### src/hw/rtl/spi_pkg.sv
package spi_pkg;

    typedef struct packed {
        logic signed [31:0] start_x;
        logic signed [31:0] start_y;
        logic signed [15:0] start_qz;
        logic signed [15:0] start_qw;
        logic signed [31:0] end_x;
        logic signed [31:0] end_y;
        logic signed [15:0] end_qz;
        logic signed [15:0] end_qw;
    } seg_in_t;

    typedef struct packed {
        logic signed [31:0] point_x;
        logic signed [31:0] point_y;
        logic signed [15:0] point_qz;
        logic signed [15:0] point_qw;
        logic               is_last;
        logic               truncated;
    } pt_out_t;

    localparam logic [30:0] STEP_RESET = 31'd16384;

    typedef enum logic [3:0] {
        OP_NONE  = 4'd0,
        OP_LOAD  = 4'd1,
        OP_SQRT  = 4'd2,
        OP_DIVN  = 4'd3,
        OP_DIVR  = 4'd4,
        OP_MULX  = 4'd5,
        OP_MULY  = 4'd6,
        OP_LASTX = 4'd7,
        OP_LASTY = 4'd8,
        OP_EMIT  = 4'd9
    } dp_op_t;

    typedef struct packed {
        dp_op_t op;
        logic   start;
        logic   emit_end;
    } dp_cmd_t;

    typedef struct packed {
        logic       busy;
        logic       zero_len;
        logic [6:0] n_low;
        logic       big_n;
        logic       differ;
    } dp_sts_t;

endpackage

### src/hw/rtl/spi_ctrl.sv
module spi_ctrl #(
    parameter int MAX_POINTS = 64
) (
    input  logic              aclk,
    input  logic              aresetn,
    input  logic              s_valid,
    output logic              s_ready,
    output logic              m_valid,
    input  logic              m_ready,
    input  spi_pkg::dp_sts_t  sts,
    output spi_pkg::dp_cmd_t  cmd,
    output logic              last_flag,
    output logic              trunc_flag
);
    import spi_pkg::*;

    typedef enum logic [10:0] {
        ST_IDLE = 11'b00000000001, ST_CHK = 11'b00000000010, ST_SQRT = 11'b00000000100,
        ST_DIVN = 11'b00000001000, ST_DIVR = 11'b00000010000, ST_MULX = 11'b00000100000,
        ST_MULY = 11'b00001000000, ST_LSTX = 11'b00010000000, ST_LSTY = 11'b00100000000,
        ST_PTS  = 11'b01000000000, ST_END  = 11'b10000000000
    } state_t;

    state_t state_reg, state_next;
    logic started_reg, started_next;
    logic [6:0] k_reg, k_next, nst_reg, nst_next;
    logic tr_reg, tr_next;
    logic xfer;

    assign xfer = m_valid && m_ready;
    assign s_ready = (state_reg == ST_IDLE);
    assign m_valid = ((state_reg == ST_PTS) && started_reg) || (state_reg == ST_END);
    assign trunc_flag = tr_reg;
    assign last_flag = (state_reg == ST_END) || (k_reg == nst_reg && !sts.differ && !tr_reg);

    always_ff @(posedge aclk) begin
        if (!aresetn) begin
            state_reg <= ST_IDLE;
            started_reg <= 1'b0;
            k_reg <= '0;
            nst_reg <= '0;
            tr_reg <= 1'b0;
        end else begin
            state_reg <= state_next;
            started_reg <= started_next;
            k_reg <= k_next;
            nst_reg <= nst_next;
            tr_reg <= tr_next;
        end
    end

    always_comb begin
        state_next = state_reg;
        started_next = 1'b0;
        k_next = k_reg;
        nst_next = nst_reg;
        tr_next = tr_reg;
        cmd.op = OP_NONE;
        cmd.start = 1'b0;
        cmd.emit_end = (state_reg == ST_END);
        unique case (state_reg) inside
            ST_IDLE: begin
                if (s_valid) begin
                    cmd.op = OP_LOAD;
                    state_next = ST_CHK;
                end
            end
            ST_CHK: begin
                tr_next = 1'b0;
                state_next = sts.zero_len ? ST_END : ST_SQRT;
            end
            ST_SQRT, ST_DIVN, ST_DIVR: begin
                cmd.op = (state_reg == ST_SQRT) ? OP_SQRT
                       : (state_reg == ST_DIVN) ? OP_DIVN : OP_DIVR;
                cmd.start = !started_reg;
                started_next = 1'b1;
                if (started_reg && !sts.busy && !cmd.start) begin
                    started_next = 1'b0;
                    state_next = (state_reg == ST_SQRT) ? ST_DIVN
                               : (state_reg == ST_DIVN) ? ST_DIVR : ST_MULX;
                end
            end
            ST_MULX: begin
                cmd.op = OP_MULX;
                cmd.start = 1'b1;
                state_next = ST_MULY;
            end
            ST_MULY: begin
                cmd.op = OP_MULY;
                cmd.start = 1'b1;
                state_next = ST_LSTX;
            end
            ST_LSTX: begin
                cmd.op = OP_LASTX;
                state_next = ST_LSTY;
            end
            ST_LSTY: begin
                cmd.op = OP_LASTY;
                state_next = ST_PTS;
                k_next = '0;
                state_next = ST_PTS;
            end
            ST_PTS: begin
                if (k_reg == 7'd0 && !started_reg) begin
                    started_next = 1'b1;
                    if (sts.big_n || (!sts.big_n && (32'(sts.n_low) + 32'd1
                        + 32'(sts.differ)) > 32'(MAX_POINTS))) begin
                        tr_next = 1'b1;
                        nst_next = 7'(MAX_POINTS - 2);
                    end else begin
                        nst_next = sts.n_low;
                    end
                end else begin
                    started_next = 1'b1;
                end
                if (xfer) begin
                    cmd.op = OP_EMIT;
                    k_next = k_reg + 7'd1;
                    if (k_reg == nst_reg) begin
                        started_next = 1'b0;
                        state_next = (sts.differ || tr_reg) ? ST_END : ST_IDLE;
                    end
                end
            end
            ST_END: begin
                if (xfer) state_next = ST_IDLE;
            end
            default: state_next = ST_IDLE;
        endcase
    end
endmodule

### config.mk
export PLATFORM = sky130hd
export DESIGN_NAME = spi_ctrl
export DESIGN_NICKNAME = d
export VERILOG_FILES = /design/src/hw/rtl/spi_pkg.sv /design/src/hw/rtl/spi_ctrl.sv
export SDC_FILE = /design/constraint.sdc
export NUM_CORES = 1
export LEC_CHECK = 0
export BUFFER_PORTS_ARGS = -buffer_cell sky130_fd_sc_hd__buf_4
export CAP_MARGIN = 10
export CELL_PAD_IN_SITES_DETAIL_PLACEMENT = 1
export CELL_PAD_IN_SITES_GLOBAL_PLACEMENT = 1
export CORE_MARGIN = 3
export CORE_UTILIZATION = 42
export DETAILED_ROUTE_END_ITERATION = 10
export HOLD_SLACK_MARGIN = 0.03
export PLACE_DENSITY = 0.89
export SYNTH_ARGS = -nofsm -noshare
export SYNTH_HDL_FRONTEND = slang
export SYNTH_SLANG_ARGS = --single-unit
### constraint.sdc
create_clock -name aclk -period 2.95 [get_ports aclk]
set_input_delay 0.59 -clock aclk [delete_from_list [all_inputs] [get_ports aclk]]
set_output_delay 0.59 -clock aclk [all_outputs]
set_load 0.03 [all_outputs]
==> metrics.cfg, run 1 <==
[floorplanning]
num_rows=23
ios=25
core_area_sq_um=4120
fp.dieArea_sq_um=5220
dieHeight_um=72.2
start_util=0.448
die_x_um=72.2

[drt]
routed-wl-met3_um=157
firstDrtPassIters=4
drt-initial-drc-count=163
viasPerCell=5.97
drc=0
antenna_left=0
routedWlPerCell_um=17.8
wl_met2_mm=2.57
routedLengthMet1_mm=2.51
num_vias=1785
dr.max_layer_used=met4
routed_wl_mm=5.32

[setup_path]
crit_buf_inv=1
path_class=flip-flop to output port
worstPathMaxFanout=10
worstPathCellList=or4_4 > nor4_4 > and2b_1 > nor2b_1 > o2bb2ai_1 > buf_4
slowest_delay_ns=0.56
cp-start-kind=flip-flop
cp-end-kind=output port
startpoint=state_reg[2]
worst_path_dominant_cell_family=simple AND/OR/NAND/NOR gates
r2r-start=state_reg[10]
required_ns=2.36
crit_arrival_ns=2.21
cp_slowest_cell=or4_4

[finish]
final_area_sq_um=2140
fin_nets=270
fill_cells=517
layout_commonest_cell=buf_4
fin_util=0.521
final_cell_mix=30 x buf_4, 27 x dfxtp_1, 24 x nor2_1
drive_gt1_frac=0.205
syn_to_final_growth_pct=16.4
largest_register_ffs=11
antennaDiodeCount=0

[global_routing]
antenna_found_initial=0
grt_use_total=0.212
grt_max_degree=17
overflow=0
grt_pass1_vias=1828
grt_pass1_wl_mm=8.88

[clock_tree]
clk_latency_ns=0.29
clock-root-buffer=clkbuf_8
cts_max_level=1
hold_buffers=0
cts_tree=built
clkSinkCount=27
clkTransAtPathRegs_ns=0.10
clock_path_buffers=2
numCtsBuffers=3

[outcome]
status=finished clean

[logic_synthesis]
ys.warnings.count=0
synth_top_area_frac=0.293
yosysSeqAreaShare=0.293
synthesis.area_sq_um=1840
synth-seq-cells=27
synth_area_leaders=dfxtp_1 29%, o21ai_0 4.9%, nor2_1 4.9%, xnor2_1 4.8%, ha_1 3.4%
synthFlopType=dfxtp_1
synthCells=228
synth_fp_nets=248
yosys.area.top_type=dfxtp_1
synth.distinct_cells=51
synth-async-reset-ratio=0
synth-edff-count=0
syn_area_per_cell_sq_um=8.08

[sta]
slew_headroom=0.511
finalCritPeriodShare=0.948
layout_setup_ws_ns=0.154
worst_pin_slew_ns=0.727
max_freq_ghz=0.358
final_max_slew_viol_count=0
period_needed_ns=2.80
fin_worst_skew_ns=0.00824
setup_violations=0
hold_viol_final=0

[placement]
dpl.hpwl_mm=3.98
port_buffers=24
place_congestion=0.817
dpl_worst_slack_ns=0.154
dpl-instance-area_sq_um=2050

[power_and_ir_drop]
vdd_drop_max_mv=0.155
leakagePower_nw=0.860
power_density_nw_per_um2=382

[flow_run]
maxCapViolCount=0

[worst_hold_path]
min_path_type=flip-flop to flip-flop
min_from=k_reg[1]

-- what timing repair did --
| item | CTS | global route |
|---|---|---|
| resized for setup | 0 | 5 |
| buffers inserted | 0 | 2 |
| endpoints found under the setup margin | 0 | 2 |
-- power by group --
part / switching [mW] / internal [mW] / total (mW) / leakage (nW)
logic: 0.119 / 0.0874 / 0.206 / 0.621
registers: 0.0146 / 0.372 / 0.387 / 0.218
clock network: 0.131 / 0.0964 / 0.227 / 0.0217
total: 0.264 / 0.556 / 0.820 / 0.860
-- metal layers --
layer	global-route usage	vias up
met1	0.292	879
met4	0.0752	0
li1	-	865
met2	0.344	34
met3	0.0208	7
met5	0	-
-- cells in the mapped netlist (all sizes together) (3+ instances only) --
| library cell | instances |
|---|---|
| a21oi | 10 |
| and2 | 4 |
| and3 | 6 |
| and4 | 4 |
| and4b | 3 |
| buf | 8 |
| clkbuf | 5 |
| dfxtp | 27 |
| ha | 5 |
| inv | 8 |
| nand2 | 9 |
| nand2b | 5 |
| nand3 | 7 |
| nand4 | 6 |
| nor2 | 24 |
| nor2b | 6 |
| nor3 | 10 |
| nor3b | 3 |
| nor4 | 6 |
| o21ai | 18 |
| or2 | 4 |
| or4 | 3 |
| xnor2 | 10 |
| xor2 | 7 |
-- cell families after synthesis --
kind of cell | Yosys count | synth area share
and+or+nand+nor | 111 | 0.367
AOI/OAI and AO/OA | 45 | 0.162
DFF | 27 | 0.293
buffers and inverters | 21 | 0.0510
xor gates and xnor gates | 17 | 0.0808
adders and majority gates | 5 | 0.0340
muxes | 2 | 0.0122
-- final timing paths --
path | endpoint | slack (ns) | cells after the start
min reg2reg | k_reg[1] | 0.56 | 2
max | cmd[1] | 0.15 | 6
max reg2reg | state_reg[6] | 0.36 | 5
min | k_reg[1] | 0.56 | 2
-- worst reg2reg max path, cell delays in order, from the launching register on --
cell and delay, ns:
dfxtp_1 0.73, nor2b_1 0.32, o21ai_0 0.23, o31a_2 0.40, nor4_1 0.57, and4b_1 0.28
-- area by class of cell --
type	instances	area, sq um	area share
clock buffer	3	41.3	0.0193
clock inverter	1	7.51	0.00350
inverter	8	30.0	0.0140
multi-input combinational	180	1240	0.577
sequential	27	541	0.252
tap	50	62.6	0.0292
timing repair buffer	30	225	0.105
-- per-stage QoR --
step	TNS [ns]	instances	power, mW	hold slack (ns)
2_1_floorplan	0	228	0.515	0.488
3_3_place_gp	0	293	0.575	0.524
3_5_place_dp	0	293	0.582	0.535
4_1_cts	0	297	0.804	0.559
5_1_grt	-0.0198	299	0.854	0.583
6_report	0	299	0.820	0.560
Power figures use the tool's default switching activity.
==> inputs of run 2 (changes only) <==
- ABC_AREA: not set -> 1
- ABC_CLOCK_PERIOD_IN_PS: not set -> 2950
- CORE_MARGIN: 3 -> 5
- CORE_UTILIZATION: 42 -> 41
- PLACE_DENSITY: 0.89 -> 0.91
==> run 2 against run 1 <==
Net effect: final area rose by 0.53%; largest power group is now combinational cells; highest routed layer unchanged; sequential power is 16% higher; flip-flop and latch count did not move; clock power decreased by 4%; setup slack gained 0.33 ns; combinational power grew to 3.6 times the previous value; via count up 2.8%; register-to-register slack gained 0.78 ns.
==> metrics.cfg, run 2 <==
[outcome]
status=finished clean

[power_and_ir_drop]
power_frac_clock=0.155
power_density_nw_per_um2=654
switchingPower_mw=0.652
leakagePower_nw=1.03
p_sw_frac=0.462
p_comb_frac=0.527
p_int_mw=0.759
pwr-share-seq=0.318
vdd_drop_max_mv=0.215

[global_routing]
antenna_found_initial=0
grt_pass1_wl_mm=8.73
overflow=0
grt_use_total=0.177
grt_max_degree=15
grt_pass1_vias=1899

[logic_synthesis]
synth_fp_nets=301
synth-seq-cells=27
synthCells=281
synth_xor_area_frac=0.0185
yosys.area.top_type=dfxtp_1
synth_top_area_frac=0.285
ys.warnings.count=0
synth_adder_area_share=0.0330
synth-edff-count=0
synth_compound_area_frac=0.0997
synthesis.area_sq_um=1890
synthMuxAreaShare=0.00528
synth-async-reset-ratio=0
syn_area_per_cell_sq_um=6.74
synth.distinct_cells=35
synth.top_cells.by_count=63 x nand2_1, 42 x inv_1, 28 x nor2_1
synth_top_family_by_area=simple AND/OR/NAND/NOR gates
synthFlopType=dfxtp_1
yosysSeqAreaShare=0.285
synth_area_leaders=dfxtp_1 29%, nand2_1 12%, inv_1 8.3%, nor2_1 5.5%, a21oi_1 4.8%
synth_simple_gate_area_frac=0.439
synth.most_common_cell=nand2_1

[sta]
max_freq_ghz=0.406
finalCritPeriodShare=0.835
layout_setup_ws_ns=0.487
worst_pin_slew_ns=0.366
rsz0062_at_grt=false
hold_viol_final=0
fin_worst_skew_ns=0.00572
period_needed_ns=2.46
final_max_slew_viol_count=0
setup_violations=0
slew_headroom=0.754
fin_setup_tns_ns=0
holdWs_ns=0.497

[setup_path]
path_class=flip-flop to output port
worstPathMaxFanout=5
required_ns=2.36
cp_slowest_cell=dfxtp_1
slowest_delay_ns=0.35
cp-end-kind=output port
crit_top_cell=nor2_2
worstPathCellList=nor2_2 > nand2_2 > nor2_2 > nand4_1 > nand2_1 > nor2_1 > o211ai_1 > buf_4
crit_arrival_ns=1.87
cp-start-kind=flip-flop
r2r_slack_ns=1.14

[clock_tree]
clkTransAtPathRegs_ns=0.10
clock_path_buffers=2
hold_buffers=0
cts_setup_buffers=0
clkSinkCount=27
clk_latency_ns=0.28
cts_tree=built
cts_resized=0
numCtsBuffers=3
cts_max_level=1
clock-root-buffer=clkbuf_8

[floorplanning]
num_rows=24
fp.dieArea_sq_um=6080
start_util=0.429
ios=25
die_x_um=78.0
core_area_sq_um=4410
dieHeight_um=78.0

[drt]
num_vias=1835
antenna_left=0
firstDrtPassIters=4
drc=0
viasPerCell=5.13
drt-initial-drc-count=67
routedWlPerCell_um=14.3
routed_wl_mm=5.10

[finish]
syn_to_final_growth_pct=13.8
final_cell_mix=63 x nand2_1, 42 x inv_1, 28 x nor2_1
largest_register_ffs=11
antennaDiodeCount=0
fin_nets=327
layout_commonest_cell=nand2_1
fill_cells=588
drive_gt1_frac=0.248

[worst_hold_path]
min_path_type=flip-flop to flip-flop

[placement]
port_buffers=24
place_congestion=0.798
dpl.hpwl_mm=4.19
dpl_worst_slack_ns=0.715

[flow_run]
maxCapViolCount=0

run 2: cell count changes in the layout (fill, tap and decap cells not counted), moves of 9 or more:
cell and change:
nand2_1 +54, inv_1 +34, nand2_2 +10, xnor2_1 -9
nor2_2 +10
run 2: stage by stage:
stage	total power, mW	utilization	std cells	instance area (sq um)
after floorplan	1.06	-	281	1890
after global placement	1.18	0.478	354	2110
after detailed placement	1.21	0.478	354	2110
after CTS	1.43	0.488	358	2160
after global routing	1.53	0.488	358	2160
final	1.41	0.488	358	2160
run 2: metal layers:
layer  vias to the layer above  global-route usage  share of wire
met5                         -                   0              0
met4                         0              0.0507          0.022
met3                        10              0.0347          0.024
met2                        25               0.331           0.52
met1                       861               0.200           0.43
li1                        939                   -              -
run 2: power groups by stage:
stage	sequential, mW	combinational, mW	clock (mW)
4_1_cts	0.449	0.753	0.228
6_report	0.449	0.744	0.218
3_3_place_gp	0.454	0.723	0
3_5_place_dp	0.458	0.749	0
2_1_floorplan	0.449	0.608	0
5_1_grt	0.455	0.826	0.244
run 2: worst paths after layout:
kind	from	end	depth (start not counted)
max reg2reg	state_reg[6]	state_reg[2]	12
max	state_reg[0]	cmd[2]	8
min	k_reg[6]	k_reg[6]	2
min reg2reg	k_reg[6]	k_reg[6]	2
run 2: kinds of logic (layout without fill, tap and decap cells):
logic type / count (synthesis) / in the layout
xor+xnor: 4 / 4
fa+ha+maj: 5 / 5
flops: 27 / 27
mux: 1 / 1
buf+inv: 53 / 78
compound gates: 35 / 35
simple gates: 156 / 156
run 2: layout make-up:
class                   count  area (sq um)  share of cell area
clock buffers               4          45.0              0.0209
inverters                  49           189              0.0876
multi-input cells         201          1130               0.524
flip-flops and latches     27           541               0.251
well taps                  52          65.1              0.0302
repair buffers             25           188              0.0871
run 2: worst max-delay path: cells and delay by family (launching register included):
| family | cells | cell delay (ns) |
|---|---|---|
| AOI/OAI and AO/OA | 1 | 0.10 |
| buffers and inverters | 1 | 0.20 |
| DFF | 1 | 0.35 |
| and+or+nand+nor | 6 | 0.95 |
